[src/icapf_pkg.sv]
`default_nettype none
// ----------------------------------------------------------------------------
// icapf_pkg
// Shared types and constants for the ICAP message length framer.
// ----------------------------------------------------------------------------
package icapf_pkg;

  localparam int LENGTH_BITS_DEF = 24;
  localparam int WIN_DEPTH       = 14;
  localparam int WIN_BITS        = WIN_DEPTH * 8;
  localparam int OUT_LEN_W       = 24;

  // bit positions in the offsets-seen mask
  localparam int SEEN_REQ  = 0;
  localparam int SEEN_RES  = 1;
  localparam int SEEN_OPT  = 2;
  localparam int SEEN_NULL = 3;

  localparam logic [7:0] CHAR_ZERO = 8'h30;
  localparam logic [7:0] CHAR_NINE = 8'h39;

  localparam logic [47:0]  PAT_REQMOD  = "REQMOD";
  localparam logic [55:0]  PAT_RESPMOD = "RESPMOD";
  localparam logic [55:0]  PAT_OPTIONS = "OPTIONS";
  localparam logic [31:0]  PAT_ICAP    = "ICAP";
  localparam logic [111:0] PAT_ENCAP   = "Encapsulated: ";
  localparam logic [71:0]  PAT_REQ     = "req-body=";
  localparam logic [71:0]  PAT_RES     = "res-body=";
  localparam logic [71:0]  PAT_OPT     = "opt-body=";
  localparam logic [79:0]  PAT_NULL    = "null-body=";
  localparam logic [15:0]  PAT_CRLF    = 16'h0D0A;
  localparam logic [31:0]  PAT_BLANK   = 32'h0D0A0D0A;
  localparam logic [39:0]  PAT_TERM0   = {"0", 32'h0D0A0D0A};
  localparam logic [87:0]  PAT_IEOF    = {"0; ieof", 32'h0D0A0D0A};

  typedef enum logic [2:0] {
    PH_HUNT   = 3'd0,
    PH_ENCAP  = 3'd1,
    PH_OFFS   = 3'd2,
    PH_HDREND = 3'd3,
    PH_BODY   = 3'd4,
    PH_IDLE   = 3'd5
  } phase_t;

  typedef enum logic [1:0] {
    TGT_NONE = 2'd0,
    TGT_REQ  = 2'd1,
    TGT_RES  = 2'd2,
    TGT_NULL = 2'd3
  } digit_tgt_t;

  typedef struct packed {
    logic [7:0] data_byte;
    logic       end_of_stream;
  } in_item_t;

  typedef struct packed {
    logic [OUT_LEN_W-1:0] message_length;
    logic                 found;
  } out_item_t;

  typedef struct packed {
    logic keyword;
    logic encap;
    logic req;
    logic res;
    logic opt;
    logic nul;
    logic crlf;
    logic blank;
    logic term;
  } match_t;

endpackage : icapf_pkg
`default_nettype wire

[src/icapf_match.sv]
`default_nettype none
// ----------------------------------------------------------------------------
// icapf_match
// Compares the tail of the byte window against the protocol keywords.
// ----------------------------------------------------------------------------
module icapf_match (
  input  wire logic [icapf_pkg::WIN_BITS-1:0] win_flat,  // newest byte in [7:0]
  output icapf_pkg::match_t                   match_o
);

  always_comb begin
    match_o.keyword = (win_flat[47:0] == icapf_pkg::PAT_REQMOD)  ||
                      (win_flat[55:0] == icapf_pkg::PAT_RESPMOD) ||
                      (win_flat[55:0] == icapf_pkg::PAT_OPTIONS) ||
                      (win_flat[31:0] == icapf_pkg::PAT_ICAP);
    match_o.encap   = (win_flat[111:0] == icapf_pkg::PAT_ENCAP);
    match_o.req     = (win_flat[71:0] == icapf_pkg::PAT_REQ);
    match_o.res     = (win_flat[71:0] == icapf_pkg::PAT_RES);
    match_o.opt     = (win_flat[71:0] == icapf_pkg::PAT_OPT);
    match_o.nul     = (win_flat[79:0] == icapf_pkg::PAT_NULL);
    match_o.crlf    = (win_flat[15:0] == icapf_pkg::PAT_CRLF);
    match_o.blank   = (win_flat[31:0] == icapf_pkg::PAT_BLANK);
    match_o.term    = (win_flat[39:0] == icapf_pkg::PAT_TERM0) ||
                      (win_flat[87:0] == icapf_pkg::PAT_IEOF);
  end

endmodule : icapf_match
`default_nettype wire

[src/icapf_core.sv]
`default_nettype none
// ----------------------------------------------------------------------------
// icapf_core
// Framer state: phase, byte window, counters and parsed offsets. Applies one
// item per enabled cycle and flags the result it causes.
// ----------------------------------------------------------------------------
module icapf_core #(
  parameter int LENGTH_BITS = icapf_pkg::LENGTH_BITS_DEF
) (
  input  wire logic                 clk,
  input  wire logic                 rst_n,
  input  wire logic                 step_en,
  input  icapf_pkg::in_item_t       item_i,
  output logic                      res_valid_o,
  output icapf_pkg::out_item_t      res_item_o
);

  localparam int                     DEPTH   = icapf_pkg::WIN_DEPTH;
  localparam logic [LENGTH_BITS-1:0] LEN_MAX = '1;

  icapf_pkg::phase_t     phase_r, phase_nxt;
  icapf_pkg::digit_tgt_t tgt_r, tgt_nxt;
  logic [7:0]             win_r    [DEPTH];
  logic [7:0]             win_nxt  [DEPTH];
  logic [7:0]             win_push [DEPTH];
  logic [LENGTH_BITS-1:0] count_r, count_nxt;
  logic [LENGTH_BITS-1:0] req_r, req_nxt;
  logic [LENGTH_BITS-1:0] res_r, res_nxt;
  logic [LENGTH_BITS-1:0] nul_r, nul_nxt;
  logic [LENGTH_BITS-1:0] skip_r, skip_nxt;
  logic [3:0]             seen_r, seen_nxt;
  logic                   done_r, done_nxt;

  logic [icapf_pkg::WIN_BITS-1:0] win_flat;
  icapf_pkg::match_t              match;

  logic [7:0]             b;
  logic                   eos;
  logic                   is_digit;
  logic                   digit_run;
  logic [LENGTH_BITS-1:0] acc_cur;
  logic [LENGTH_BITS+3:0] acc_wide;
  logic [LENGTH_BITS-1:0] acc_sat;
  logic [LENGTH_BITS-1:0] cnt_inc;
  logic [LENGTH_BITS:0]   hdr_sum;
  logic [LENGTH_BITS-1:0] hdr_len;
  logic [LENGTH_BITS-1:0] body_max;
  logic [LENGTH_BITS-1:0] skip_init;
  logic                   hit;
  logic [LENGTH_BITS-1:0] len;
  logic [31:0]            len_ext;

  always_comb begin
    b   = item_i.data_byte;
    eos = item_i.end_of_stream;
    for (int i = 0; i < DEPTH - 1; i++) begin
      win_push[i] = win_r[i+1];
    end
    win_push[DEPTH-1] = b;
    for (int i = 0; i < DEPTH; i++) begin
      win_flat[(DEPTH-1-i)*8 +: 8] = win_push[i];
    end
  end

  icapf_match u_match (
    .win_flat (win_flat),
    .match_o  (match)
  );

  // shared arithmetic
  always_comb begin
    is_digit  = (b >= icapf_pkg::CHAR_ZERO) && (b <= icapf_pkg::CHAR_NINE);
    digit_run = (tgt_r != icapf_pkg::TGT_NONE) && is_digit;
    unique case (tgt_r)
      icapf_pkg::TGT_REQ: acc_cur = req_r;
      icapf_pkg::TGT_RES: acc_cur = res_r;
      default:            acc_cur = nul_r;
    endcase
    acc_wide = ({4'b0, acc_cur} << 3) + ({4'b0, acc_cur} << 1) +
               {{LENGTH_BITS{1'b0}}, b[3:0]};
    acc_sat  = (|acc_wide[LENGTH_BITS+3:LENGTH_BITS]) ? LEN_MAX
                                                      : acc_wide[LENGTH_BITS-1:0];
    cnt_inc  = (count_r == LEN_MAX) ? count_r : count_r + 1'b1;
    hdr_sum  = {1'b0, cnt_inc} + {1'b0, nul_r};
    hdr_len  = hdr_sum[LENGTH_BITS] ? LEN_MAX : hdr_sum[LENGTH_BITS-1:0];
    body_max = '0;
    if (seen_r[icapf_pkg::SEEN_REQ] && (req_r > body_max)) body_max = req_r;
    if (seen_r[icapf_pkg::SEEN_RES] && (res_r > body_max)) body_max = res_r;
    skip_init = (body_max == LEN_MAX) ? LEN_MAX : body_max + 1'b1;
  end

  // next phase
  always_comb begin
    phase_nxt = phase_r;
    if (!done_r) begin
      unique case (phase_r)
        icapf_pkg::PH_HUNT:   if (match.keyword) phase_nxt = icapf_pkg::PH_ENCAP;
        icapf_pkg::PH_ENCAP:  if (match.encap) phase_nxt = icapf_pkg::PH_OFFS;
        icapf_pkg::PH_OFFS: begin
          if (!digit_run && !match.req && !match.res && !match.opt && !match.nul &&
              match.crlf) begin
            phase_nxt = icapf_pkg::PH_HDREND;
          end
        end
        icapf_pkg::PH_HDREND: begin
          if (match.blank && !seen_r[icapf_pkg::SEEN_NULL]) begin
            phase_nxt = (|seen_r[2:0]) ? icapf_pkg::PH_BODY : icapf_pkg::PH_IDLE;
          end
        end
        default: phase_nxt = phase_r;
      endcase
    end
    if (eos) phase_nxt = icapf_pkg::PH_HUNT;
  end

  // datapath and result
  always_comb begin
    win_nxt   = win_r;
    count_nxt = count_r;
    req_nxt   = req_r;
    res_nxt   = res_r;
    nul_nxt   = nul_r;
    skip_nxt  = skip_r;
    seen_nxt  = seen_r;
    tgt_nxt   = tgt_r;
    hit       = 1'b0;
    len       = '0;
    if (!done_r) begin
      count_nxt = cnt_inc;
      unique case (phase_r)
        icapf_pkg::PH_HUNT, icapf_pkg::PH_ENCAP: win_nxt = win_push;
        icapf_pkg::PH_OFFS: begin
          win_nxt = win_push;
          if (digit_run) begin
            unique case (tgt_r)
              icapf_pkg::TGT_REQ: req_nxt = acc_sat;
              icapf_pkg::TGT_RES: res_nxt = acc_sat;
              default:            nul_nxt = acc_sat;
            endcase
          end else begin
            tgt_nxt = icapf_pkg::TGT_NONE;
            priority if (match.req) begin
              req_nxt = '0;
              seen_nxt[icapf_pkg::SEEN_REQ] = 1'b1;
              tgt_nxt = icapf_pkg::TGT_REQ;
            end else if (match.res) begin
              res_nxt = '0;
              seen_nxt[icapf_pkg::SEEN_RES] = 1'b1;
              tgt_nxt = icapf_pkg::TGT_RES;
            end else if (match.opt) begin
              seen_nxt[icapf_pkg::SEEN_OPT] = 1'b1;
            end else if (match.nul) begin
              nul_nxt = '0;
              seen_nxt[icapf_pkg::SEEN_NULL] = 1'b1;
              tgt_nxt = icapf_pkg::TGT_NULL;
            end else begin
              tgt_nxt = icapf_pkg::TGT_NONE;
            end
          end
        end
        icapf_pkg::PH_HDREND: begin
          win_nxt = win_push;
          if (match.blank) begin
            if (seen_r[icapf_pkg::SEEN_NULL]) begin
              hit = 1'b1;
              len = hdr_len;
            end else if (|seen_r[2:0]) begin
              skip_nxt = skip_init;
              for (int i = 0; i < DEPTH; i++) win_nxt[i] = '0;
            end
          end
        end
        icapf_pkg::PH_BODY: begin
          if (skip_r != '0) begin
            skip_nxt = skip_r - 1'b1;
          end else begin
            win_nxt = win_push;
            if (match.term) begin
              hit = 1'b1;
              len = cnt_inc;
            end
          end
        end
        default: win_nxt = win_r;
      endcase
    end
    done_nxt = done_r | hit;

    res_valid_o                = hit || (eos && !done_r);
    len_ext                    = 32'(len);
    res_item_o.found           = hit;
    res_item_o.message_length  = len_ext[icapf_pkg::OUT_LEN_W-1:0];

    // end of stream: back to reset for the next stream
    if (eos) begin
      for (int i = 0; i < DEPTH; i++) win_nxt[i] = '0;
      count_nxt = '0;
      req_nxt   = '0;
      res_nxt   = '0;
      nul_nxt   = '0;
      skip_nxt  = '0;
      seen_nxt  = '0;
      tgt_nxt   = icapf_pkg::TGT_NONE;
      done_nxt  = 1'b0;
    end
  end

  always_ff @(posedge clk) begin
    if (!rst_n) begin
      phase_r <= icapf_pkg::PH_HUNT;
      tgt_r   <= icapf_pkg::TGT_NONE;
      for (int i = 0; i < DEPTH; i++) win_r[i] <= '0;
      count_r <= '0;
      req_r   <= '0;
      res_r   <= '0;
      nul_r   <= '0;
      skip_r  <= '0;
      seen_r  <= '0;
      done_r  <= 1'b0;
    end else if (step_en) begin
      phase_r <= phase_nxt;
      tgt_r   <= tgt_nxt;
      win_r   <= win_nxt;
      count_r <= count_nxt;
      req_r   <= req_nxt;
      res_r   <= res_nxt;
      nul_r   <= nul_nxt;
      skip_r  <= skip_nxt;
      seen_r  <= seen_nxt;
      done_r  <= done_nxt;
    end
  end

endmodule : icapf_core
`default_nettype wire

[src/icap_message_length_framer_core.sv]
`default_nettype none
// An accepted input passes the input register and then the result register before its result is valid.
// Throughput: one byte item per cycle while out_ready is high; a waiting result
// stalls the framer, and one more item can still be taken into the input register.
// A final byte gives at most one result item (found, or not found at end of stream).
// Reset: synchronous, active low; returns the framer to keyword hunt with all counts zero.
// ----------------------------------------------------------------------------
// icap_message_length_framer_core
// Top level: input register, framer core and result register.
// ----------------------------------------------------------------------------
module icap_message_length_framer_core #(
  parameter int LENGTH_BITS = icapf_pkg::LENGTH_BITS_DEF
) (
  input  wire logic            clk,
  input  wire logic            rst_n,
  input  wire logic            in_valid,
  output logic                 in_ready,
  input  icapf_pkg::in_item_t  in_item,
  output logic                 out_valid,
  input  wire logic            out_ready,
  output icapf_pkg::out_item_t out_item
);

  logic                 in_valid_r;
  icapf_pkg::in_item_t  in_item_r;
  logic                 out_valid_r;
  icapf_pkg::out_item_t out_item_r;
  logic                 step_en;
  logic                 res_valid;
  icapf_pkg::out_item_t res_item;

  assign step_en  = in_valid_r && (!out_valid_r || out_ready);
  assign in_ready = !in_valid_r || step_en;

  always_ff @(posedge clk) begin
    if (!rst_n) begin
      in_valid_r <= 1'b0;
    end else if (in_ready) begin
      in_valid_r <= in_valid;
    end
  end

  always_ff @(posedge clk) begin
    if (in_ready && in_valid) begin
      in_item_r <= in_item;
    end
  end

  icapf_core #(
    .LENGTH_BITS (LENGTH_BITS)
  ) u_core (
    .clk         (clk),
    .rst_n       (rst_n),
    .step_en     (step_en),
    .item_i      (in_item_r),
    .res_valid_o (res_valid),
    .res_item_o  (res_item)
  );

  always_ff @(posedge clk) begin
    if (!rst_n) begin
      out_valid_r <= 1'b0;
    end else if (step_en && res_valid) begin
      out_valid_r <= 1'b1;
    end else if (out_ready) begin
      out_valid_r <= 1'b0;
    end
  end

  always_ff @(posedge clk) begin
    if (step_en && res_valid) begin
      out_item_r <= res_item;
    end
  end

  assign out_valid = out_valid_r;
  assign out_item  = out_item_r;

endmodule : icap_message_length_framer_core
`default_nettype wire
[config.mk]
export PLATFORM = sky130hd
export DESIGN_NAME = icap_message_length_framer_core
export DESIGN_NICKNAME = d
export VERILOG_FILES = /design/src/icapf_pkg.sv /design/src/icapf_match.sv /design/src/icapf_core.sv /design/src/icap_message_length_framer_core.sv
export SDC_FILE = /design/constraint.sdc
export NUM_CORES = 1
export LEC_CHECK = 0
export ABC_AREA = 1
export BUFFER_PORTS_ARGS = -buffer_cell sky130_fd_sc_hd__buf_2
export CAP_MARGIN = 30
export CORE_UTILIZATION = 34
export DETAILED_ROUTE_END_ITERATION = 8
export GPL_ROUTABILITY_DRIVEN = 0
export GPL_TIMING_DRIVEN = 0
export PLACE_DENSITY = 0.58
export SKIP_LAST_GASP = 1
export SLEW_MARGIN = 20
export SYNTH_ARGS = -nofsm -noshare
export SYNTH_HDL_FRONTEND = slang
export SYNTH_SLANG_ARGS = --single-unit
[constraint.sdc]
create_clock -name clk -period 3.8 [get_ports clk]
set_input_delay 0.38 -clock clk [delete_from_list [all_inputs] [get_ports clk]]
set_output_delay 0.38 -clock clk [all_outputs]
set_load 0.02 [all_outputs]
==> results.md <==
- Vias in the first global route: 18.4k
- Synth warnings: 0
- Largest net degree at the start of global routing: 15
- Setup TNS: -3040 ps
- Final #Nets: 3110
- Worst Setup SP: u_core.req_r[23]
- Starting Density: 34.4%
- Worst R2R Path Depth: 29
- Setup-failing EPs final: 64
- Critical path peak fanout: 10
- Crit share post-route: 103%
- Worst setup SP type: flop
- Outcome: complete, but fails checks
- Inserted Diodes: 0
- Clock buffer depth: 3
- RSZ-0062 raised after global routing: true
- Crit path max-delay cell type: dfxtp_2
- Total Power: 0.00703 W
- Fmax: 255 MHz
- Critical Path Sink Type: flop
- Final Hold Fails: 0
- Async set-reset flop share out of synthesis: 0%
- Pwr per Cell Area: 285 nW/um2
- Place WS: -1450 ps
- Gr usage total: 22.2%
- Grt ovf: 0
- Initial DRT Pass Iterations: 6
- Final WS setup: -124 ps
- Max-cap violations: 0
- Synth area leaders: dfxtp_1 26%, nand2_1 13%, a21oi_1 8.9%
- Inserted Clock Buffers: 31
- Share of layout cells above drive strength 1: 26.4%
- Post-Syn Area: 18500 um2
- Crit path DAT: 4430 ps
- # clock sinks: 270
- Skew-Pair Late Insertion Delay: 580 ps
- Vias per Instance: 5.38
- Syn Area/Cell: 6.61 um2
- Slew Limit Fails: 0
- Netlist cell types: 57
- Die H: 235 um
- Register bit total from synthesis: 270
- DRC violations left: 0
- I/O Pins: 40
- Commonest cells post-synth: 663 x nand2_1, 329 x a21oi_1, 301 x inv_1, 263 x o21ai_0, 236 x dfxtp_1
- RR Endpoint: u_core.skip_r[21]
- Final Critical Period: 3920 ps
- ANT nets after route: 0
- Vias: 20.0k
- Num rows: 85
- End of the critical path: u_core.skip_r[21]
- CTS tree: built
- Synthesized netlist net count: 2913
- Syn-to-layout area delta: 33.4%
- Final core utilization: 45.9%
- Worst Max-Slew Pin Slew: 985 ps
- Initial DRC count: 1687
- Global-route wire length before repair: 99600 um
- Sequential share of the synthesized area: 31.1%
- Initial antenna violation count: 1
- Failing checks: negative setup slack
- Leak pwr: 9.97 nW
- Final HPWL from detailed placement: 47600 um
- RR Startpoint: u_core.req_r[23]
- Root buf cell: clkbuf_16
- Count leader, synth: nand2_1
- CP peak stage delay: 330 ps
- Clock skew: 21.1 ps
- Reg2reg setup slack: -120 ps
- Final WL: 65800 um
- CTS H-tree depth: 1
- PortBufs: 38
- Full die area: 55300 um2
- Primary FF master, synth: dfxtp_1
- Die X: 235 um
- Share of the synthesized area in the top cell type: 25.6%
- Worst vdd ir: 0.000333 V
- Worst Hold Class: in2reg
- Clk slew on worst S/H paths: 60 ps
- Post-Syn Instances: 2796
- Core region area: 53700 um2
- Max_slew headroom: 34.4%
- Setup CP Type: reg2reg
- Drt wl/cell: 17.7 um
- Top cell type by total area after synthesis: dfxtp_1
- WP data required: 4300 ps
- Number of flops mapped to enable cells by yosys: 34
[cell type report]
class                           count  area [um2]
Fill cell                        5315       29100
Multi-Input combinational cell   2092       13600
Sequential cell                   270        5790
Timing Repair Buffer              167        1380
Inverter                          308        1160
Clock buffer                       47         907
Tap cell                          696         871
Buffer                            123         823
Clock inverter                      7        68.8
[routing by layer]
layer  wire length (um)  vias to the layer above  global-route usage, %
met5                  0                        -                      0
met4               1530                        0                   6.50
met3               4330                      108                   2.97
met2              29500                      604                   34.8
met1              30400                     9463                   31.6
li1                   -                     9788                      -
[power by group]
| group | switching [W] | internal [W] |
|---|---|---|
| Combinational | 0.000613 | 0.000354 |
| Clock | 0.00123 | 0.00170 |
| Sequential | 0.000139 | 0.00300 |
| Total | 0.00198 | 0.00505 |
[worst min-delay path by stage]
stage                     slack [ps]           startpoint                   end  depth (start not counted)
after floorplan                  440  u_core.win_flat[38]   u_core.win_flat[46]                          2
after global placement           470  u_core.win_flat[99]  u_core.win_flat[107]                          2
after detailed placement         470  u_core.win_flat[63]   u_core.win_flat[71]                          2
after CTS                         60             in_valid            in_valid_r                          3
after global routing              80             in_valid            in_valid_r                          3
final                             80             in_valid            in_valid_r                          3
[critical path, delay by kind of cell, from the launching register on]
family / cells / cell delay, ps
and+or+nand+nor: 23 / 2690
buffers and inverters: 4 / 540
DFF: 1 / 330
adders and majority gates: 1 / 150
AOI/OAI and AO/OA: 1 / 120
[placed cells by master, fill, tap and decap left out, types with 20 or more instances in the layout]
cell type and count:
nand2_1 547, inv_1 256, a21oi_1 243, o21ai_0 207, dfxtp_1 203, nor2_1 167
nand3_1 120, buf_4 104, nand2_2 99, a21oi_2 89, clkbuf_1 85, nand4_1 64
ha_4 56, buf_2 50, inv_2 48, clkbuf_16 43, ha_1 43, nor3_1 41
nor2_4 40, edfxtp_1 34, xor2_1 31, nand2_4 30, dfxtp_2 30, nor4_1 29
o21ai_1 24, o21ai_4 23, nor2_2 22, nand3_2 21, xnor2_1 20, buf_6 20
[repair_timing]
action	CTS	global route
gates resized for setup	339	417
hold buffers	9	0
gates cloned	7	2
pin swaps	72	144
hold endpoints to repair	9	0
setup buffers	60	49
setup endpoints to repair	120	120
[flip-flops by register name (all words and copies together), names as in the netlist, 3 cells and up]
name	cells
u_core.seen_r	4
u_core.win_flat	104
u_core.phase_r	3
u_core.count_r	24
u_core.skip_r	24
u_core.nul_r	24
u_core.res_r	24
u_core.req_r	24
in_item_r	9
out_item	25
[cells by family after synthesis]
logic type / count (synthesis) / synth area share, %
XOR/XNOR: 64 / 3.03
multiplexers: 1 / 0.0542
AO/OA/AOI/OAI: 680 / 19.5
buffers and inverters: 434 / 9.43
adder cells (fa/ha/maj): 104 / 7.17
flip-flops: 270 / 31.1
AND/OR/NAND/NOR: 1243 / 29.7
[per-stage QoR]
step	cells	cell area [um2]	hold WS, ps
global route	3710	24600	77.5
CTS	3658	22400	61.7
finish	3710	24600	81.1
global placement	3530	19600	466
detailed placement	3531	19600	465
floorplan	2796	18500	439
Power figures use the tool's default switching activity.
